[src/hdl/assert_macros.svh]
// assertion helper macros
`ifndef ASSERT_MACROS_SVH
`define ASSERT_MACROS_SVH
// implication checked at every clock edge outside reset
`define ASSERT_IMP(label, clk, rst, pre, post) \
   label: assert property (@(posedge clk) disable iff (rst) (pre) |-> (post)) \
      else $error("assertion failed");
// implication checked in the following cycle
`define ASSERT_NEXT(label, clk, rst, pre, post) \
   label: assert property (@(posedge clk) disable iff (rst) (pre) |=> (post)) \
      else $error("assertion failed");
`endif

[src/hdl/tli_pkg.sv]
// ----------------------------------------------------------------------------
// tli_pkg
// shared types, constants and the cordic arctangent table
// ----------------------------------------------------------------------------
`default_nettype none
package tli_pkg;
   localparam int STACK_DEPTH_DEF = 64;
   localparam int CORDIC_STEPS = 16;
   localparam logic [1:0] REG_TURN_STEP = 2'd0;
   localparam logic [1:0] REG_STEP_LENGTH = 2'd1;
   localparam logic [1:0] KIND_NONE = 2'd0;
   localparam logic [1:0] KIND_LINE = 2'd1;
   localparam logic [1:0] KIND_OVERFLOW = 2'd2;
   localparam logic [1:0] KIND_UNDERFLOW = 2'd3;
   localparam logic [7:0] SYM_DRAW = 8'h46;
   localparam logic [7:0] SYM_MOVE = 8'h66;
   localparam logic [7:0] SYM_PLUS = 8'h2B;
   localparam logic [7:0] SYM_MINUS = 8'h2D;
   localparam logic [7:0] SYM_PUSH = 8'h5B;
   localparam logic [7:0] SYM_POP = 8'h5D;
   localparam logic [15:0] CORDIC_GAIN = 16'd39797;
   localparam logic [22:0] STEP_LENGTH_RESET = 23'd655360;

   typedef struct packed {
      logic [7:0] symbol;
      logic       restart;
   } req_type;

   typedef struct packed {
      logic [1:0]         kind;
      logic signed [31:0] start_x;
      logic signed [31:0] start_y;
      logic signed [31:0] end_x;
      logic signed [31:0] end_y;
   } rsp_type;

   // commands from controller to datapath
   typedef struct packed {
      logic restart;   // clear turtle
      logic load;      // start move setup
      logic iterate;   // one cordic step
      logic commit;    // add displacement
      logic turn_add;
      logic turn_sub;
      logic push;
      logic pop_read;  // read stack entry
      logic pop_load;  // restore from read data
      logic [1:0] kind;
      logic draw;
      logic respond;   // load result register without a move
   } cmd_type;

   typedef struct packed {
      logic stack_full;
      logic stack_empty;
   } sts_type;

   function automatic logic [31:0] atan_entry(input logic [3:0] i);
      logic [31:0] v;
      case (i)
         4'd0: v = 32'h20000000;  4'd1: v = 32'h12E4051D;
         4'd2: v = 32'h09FB385B;  4'd3: v = 32'h051111D4;
         4'd4: v = 32'h028B0D43;  4'd5: v = 32'h0145D7E1;
         4'd6: v = 32'h00A2F61E;  4'd7: v = 32'h00517C55;
         4'd8: v = 32'h0028BE53;  4'd9: v = 32'h00145F2E;
         4'd10: v = 32'h000A2F98; 4'd11: v = 32'h000517CC;
         4'd12: v = 32'h00028BE6; 4'd13: v = 32'h000145F3;
         4'd14: v = 32'h0000A2F9; 4'd15: v = 32'h0000517C;
         default: v = 32'h0;
      endcase
      return v;
   endfunction
endpackage
`default_nettype wire

[src/hdl/tli_control.sv]
// ----------------------------------------------------------------------------
// tli_control
// sequencer for one symbol and the output handshake
// ----------------------------------------------------------------------------
`default_nettype none
`include "assert_macros.svh"
module tli_control (
   input  wire logic             clock,
   input  wire logic             reset,
   input  wire logic             req_valid,
   output logic                  req_stall,
   input  wire tli_pkg::req_type req_data,
   output logic                  rsp_valid,
   input  wire logic             rsp_stall,
   input  wire tli_pkg::sts_type sts,
   output tli_pkg::cmd_type      cmd
);
   localparam logic [2:0] ST_IDLE = 3'd0;
   localparam logic [2:0] ST_DECODE = 3'd1;
   localparam logic [2:0] ST_ROTATE = 3'd2;
   localparam logic [2:0] ST_POP = 3'd3;
   localparam logic [2:0] ST_DONE = 3'd4;

   logic [2:0] state_ff, state_in;
   logic [7:0] sym_ff;
   logic [3:0] cnt_ff, cnt_in;
   logic rsp_valid_ff, rsp_valid_in;
   logic accept;

   assign req_stall = (state_ff != ST_IDLE) || (rsp_valid_ff && rsp_stall);
   assign accept = req_valid && !req_stall;
   assign rsp_valid = rsp_valid_ff;

   // next state and commands
   always_comb begin
      state_in = state_ff;
      cnt_in = cnt_ff;
      rsp_valid_in = rsp_valid_ff && rsp_stall;
      cmd = '0;
      case (state_ff)
         ST_IDLE: begin
            if (accept) begin
               cmd.restart = req_data.restart;
               state_in = ST_DECODE;
            end
         end
         ST_DECODE: begin
            state_in = ST_DONE;
            case (sym_ff)
               tli_pkg::SYM_DRAW, tli_pkg::SYM_MOVE: begin
                  cmd.load = 1'b1; cnt_in = '0; state_in = ST_ROTATE;
               end
               tli_pkg::SYM_PLUS: cmd.turn_sub = 1'b1;
               tli_pkg::SYM_MINUS: cmd.turn_add = 1'b1;
               tli_pkg::SYM_PUSH: begin
                  cmd.push = 1'b1;
                  if (sts.stack_full) cmd.kind = tli_pkg::KIND_OVERFLOW;
               end
               tli_pkg::SYM_POP: begin
                  if (sts.stack_empty) cmd.kind = tli_pkg::KIND_UNDERFLOW;
                  else begin cmd.pop_read = 1'b1; state_in = ST_POP; end
               end
               default: ;
            endcase
            // symbols without a move or a stack read finish their result here
            if (state_in == ST_DONE) cmd.respond = 1'b1;
         end
         ST_ROTATE: begin
            if (cnt_ff == 4'(tli_pkg::CORDIC_STEPS - 1)) begin
               state_in = ST_DONE;
               cmd.iterate = 1'b1;
               cnt_in = cnt_ff;
            end else begin
               cmd.iterate = 1'b1;
               cnt_in = cnt_ff + 4'd1;
            end
         end
         ST_POP: begin
            cmd.pop_load = 1'b1;
            cmd.respond = 1'b1;
            state_in = ST_DONE;
         end
         ST_DONE: begin
            if (!rsp_valid_ff || !rsp_stall) begin
               if (sym_ff == tli_pkg::SYM_DRAW) cmd.draw = 1'b1;
               if (sym_ff == tli_pkg::SYM_DRAW || sym_ff == tli_pkg::SYM_MOVE)
                  cmd.commit = 1'b1;
               if (sym_ff == tli_pkg::SYM_DRAW) cmd.kind = tli_pkg::KIND_LINE;
               rsp_valid_in = 1'b1;
               state_in = ST_IDLE;
            end
         end
         default: state_in = ST_IDLE;
      endcase
   end

   // state registers
   always_ff @(posedge clock) begin
      if (reset) begin
         state_ff <= ST_IDLE;
         rsp_valid_ff <= 1'b0;
         cnt_ff <= '0;
      end else begin
         state_ff <= state_in;
         rsp_valid_ff <= rsp_valid_in;
         cnt_ff <= cnt_in;
      end
   end

   always_ff @(posedge clock) begin
      if (accept) sym_ff <= req_data.symbol;
   end

   `ASSERT_IMP(a_no_accept_busy, clock, reset, state_ff != ST_IDLE, !accept)
   `ASSERT_NEXT(a_accept_decode, clock, reset, accept, state_ff == ST_DECODE)
   `ASSERT_IMP(a_one_cmd, clock, reset, 1'b1, $onehot0({cmd.load, cmd.iterate, cmd.turn_add, cmd.turn_sub, cmd.pop_load}))
endmodule
`default_nettype wire
[config.mk]
export PLATFORM = sky130hd
export DESIGN_NAME = tli_control
export DESIGN_NICKNAME = d
export VERILOG_FILES = /design/src/hdl/tli_pkg.sv /design/src/hdl/tli_control.sv
export VERILOG_INCLUDE_DIRS = /design/src /design/src/hdl
export SDC_FILE = /design/constraint.sdc
export NUM_CORES = 1
export LEC_CHECK = 0
export BUFFER_PORTS_ARGS = -buffer_cell sky130_fd_sc_hd__clkbuf_2
export CORE_MARGIN = 10
export CORE_UTILIZATION = 54
export CTS_BUF_LIST = sky130_fd_sc_hd__clkbuf_4 sky130_fd_sc_hd__clkbuf_8
export DETAILED_ROUTE_END_ITERATION = 10
export MAX_ROUTING_LAYER = met4
export PLACE_DENSITY = 0.95
export SYNTH_ARGS = -nofsm -noshare
export SYNTH_HDL_FRONTEND = slang
export SYNTH_SLANG_ARGS = --single-unit
[constraint.sdc]
create_clock -name clock -period 5.8 [get_ports clock]
set_input_delay 1.16 -clock clock [delete_from_list [all_inputs] [get_ports clock]]
set_output_delay 1.16 -clock clock [all_outputs]
set_load 0.01 [all_outputs]
==> results.sh <==
export IMPL_grt_setup_unrepaired="false"
export IMPL_cts_buffers=3
export IMPL_drt_iter0_drc=18
export IMPL_h_tree_depth=1
export IMPL_clk_pin_slew_worst_paths_ns=0.09
export IMPL_status="finished clean"
export IMPL_seqPwrFrac_pct=59.1
export IMPL_antenna_left=0
export IMPL_worst_setup_path_type="register to output port"
export IMPL_root_buffer="clkbuf_4"
export IMPL_overflow=0
export IMPL_rows=14
export IMPL_synth_area_leader_cell="edfxtp_1"
export IMPL_die_x_um=59.1
export IMPL_max_freq_ghz=0.298
export IMPL_insertion_delay_ns=0.28
export IMPL_die_area_um2=3490
export IMPL_grt_usage_pct=11.0
export IMPL_antenna_found_initial=0
export IMPL_dpl_hpwl_um=1510
export IMPL_cp_end_kind="output port"
export IMPL_ys_ff_latch=16
export IMPL_power_leakage_uw=0.000455
export IMPL_arrival_ns=2.19
export IMPL_synth_yosys_warnings=0
export IMPL_gp_congestion=0.797
export IMPL_clockBufferDepth=2
export IMPL_fin_setup_tns_ns=0
export IMPL_p_int_uw=172
export IMPL_period_minus_slack_ns=3.35
export IMPL_vdd_drop_max_mv=0.194
export IMPL_synth_ff_type="edfxtp_1"
export IMPL_viasPerCell=5.49
export IMPL_async_flop_share_pct=0
export IMPL_combPwrFrac_pct=12.7
export IMPL_cts_resized=0
export IMPL_power_switching_uw=52.5
export IMPL_routedWlPerCell_um=14.0
export IMPL_drc=0
export IMPL_nNetsFinal=131
export IMPL_dr_pass1_iters=4
export IMPL_yosysTopAreaCellShare_pct=29.1
export IMPL_io_pins=30
export IMPL_postLayoutCoreUtil_pct=68.5
export IMPL_syn2layout_area_growth_pct=22.3
export IMPL_ys_seq_area_share_pct=48.6
export IMPL_synthCells=84
export IMPL_slew_headroom_pct=58.2
export IMPL_start_util_pct=56.0
export IMPL_maxSlewViolCount=0
export IMPL_power_density_nw_per_um2=223
export IMPL_synth_edff_count=8
export IMPL_layout_drive_gt1_share_pct=37.7
export IMPL_clock_sinks=16
export IMPL_syn_area_um2=825
export IMPL_grt_pass1_vias=675
export IMPL_n_antenna_cell=0
export IMPL_cts_tree="built"
export IMPL_fin_crit_sh_pct=57.8
export IMPL_grt_max_degree=10
export IMPL_critPathMaxFanout=7
export IMPL_skew_ns=0.00256
export IMPL_final_setup_viol_count=0
export IMPL_grt_pass1_wl_um=2930
export IMPL_yosysUniqueCellTypes=37
export IMPL_yosysMostFrequentCell="nor2_1"
export IMPL_routed_wl_um=1820
export IMPL_hold_viol=0
export IMPL_syn_avg_cell_area_um2=9.82
export IMPL_pwr_share_clk_pct=28.2
export IMPL_maxCapViolations=0
export IMPL_setup_worst_path_start_class="register"
export IMPL_tightest_slew_ns=0.626
export IMPL_io_buffers=29
export IMPL_cts_hold_buf=0
export IMPL_coreArea_um2=1470
export IMPL_p_sw_share_pct=23.4
export IMPL_via_count=714
export IMPL_cp_data_required_time_ns=4.64
export IMPL_synth_top_cells_by_area="edfxtp_1, dfxtp_1, nor2_1, nand2_1, and2_1"
export IMPL_synth_common_cells="nor2_1, dfxtp_1, edfxtp_1"
export IMPL_die_height_um=59.1
export IMPL_postCtsSetupBuffers=0
export IMPL_min_path_type="register to register"
export IMPL_synth_fp_nets=100
kinds of logic after synthesis:
kind of cell | after synthesis | synth area share [%]
AO/OA/AOI/OAI | 12 | 11.4
XOR/XNOR | 2 | 2.12
adder cells (fa/ha/maj) | 1 | 1.52
buffers and inverters | 8 | 3.64
flip-flops | 16 | 48.6
AND/OR/NAND/NOR | 45 | 32.8
metal layers:
metal	part of all wire, %	up-vias	GRT usage (%)
li1	-	364	-
met1	40	327	10.8
met2	52	21	18.9
met3	6.8	2	4.51
met4	0.66	0	3.93
met5	0	-	-
registers in the layout (all words and copies together) (netlist names):
| register | flops |
|---|---|
| sym_ff | 8 |
| cnt_ff | 4 |
| state_ff | 3 |
| rsp_valid | 1 |
path summary, 6_finish.rpt:
path	startpoint	slack [ns]	end	cells past startpoint
worst max register to register	state_ff[0]	4.02	state_ff[2]	3
worst min-delay path	cnt_ff[1]	0.49	cnt_ff[1]	2
worst max-delay path	state_ff[0]	2.45	cmd[3]	5
worst min register to register	cnt_ff[1]	0.49	cnt_ff[1]	2
power groups by stage:
stage	logic [uW]	clock network (uW)	registers, uW
floorplan	18.1	0	134
global placement	27.6	0	134
detailed placement	28.9	0	135
CTS	29.0	65.3	132
global route	31.5	71.5	133
finish	28.5	63.4	133
placed cells by master, fill, tap and decap left out, types with 2 or more instances in the layout:
cell type  count
nand2_1        7
dfxtp_1        8
a21oi_1        3
clkbuf_2      29
nand3_1        4
edfxtp_1       8
and2_1         4
nor2_1         9
and3b_2        2
nor3_1         5
inv_1          5
clkbuf_4       4
area by class of cell:
class | count | area [um^2]
sequential | 16 | 400
clock buffer | 4 | 30.0
fill | 122 | 463
tap | 16 | 20.0
inverter | 5 | 18.8
timing repair buffer | 29 | 145
multi-input combinational | 60 | 394
worst max-delay path: stages (launching register included):
cell and delay (ns):
dfxtp_1 0.44, or3b_4 0.43, or4b_4 0.54, or2_1 0.24
a21oi_2 0.13, clkbuf_2 0.15
stage by stage:
stage               hold slack (ns)  cells  area, um^2  total power (uW)  worst slack (ns)
finish                        0.490    130        1010               224              2.45
global route                  0.545    130        1010               236              2.34
CTS                           0.490    130        1010               227              2.44
detailed placement            0.477    126         978               164              2.54
global placement              0.467    126         978               162              2.60
floorplan                     0.449     84         825               152              2.85
Power figures use the tool's default switching activity.
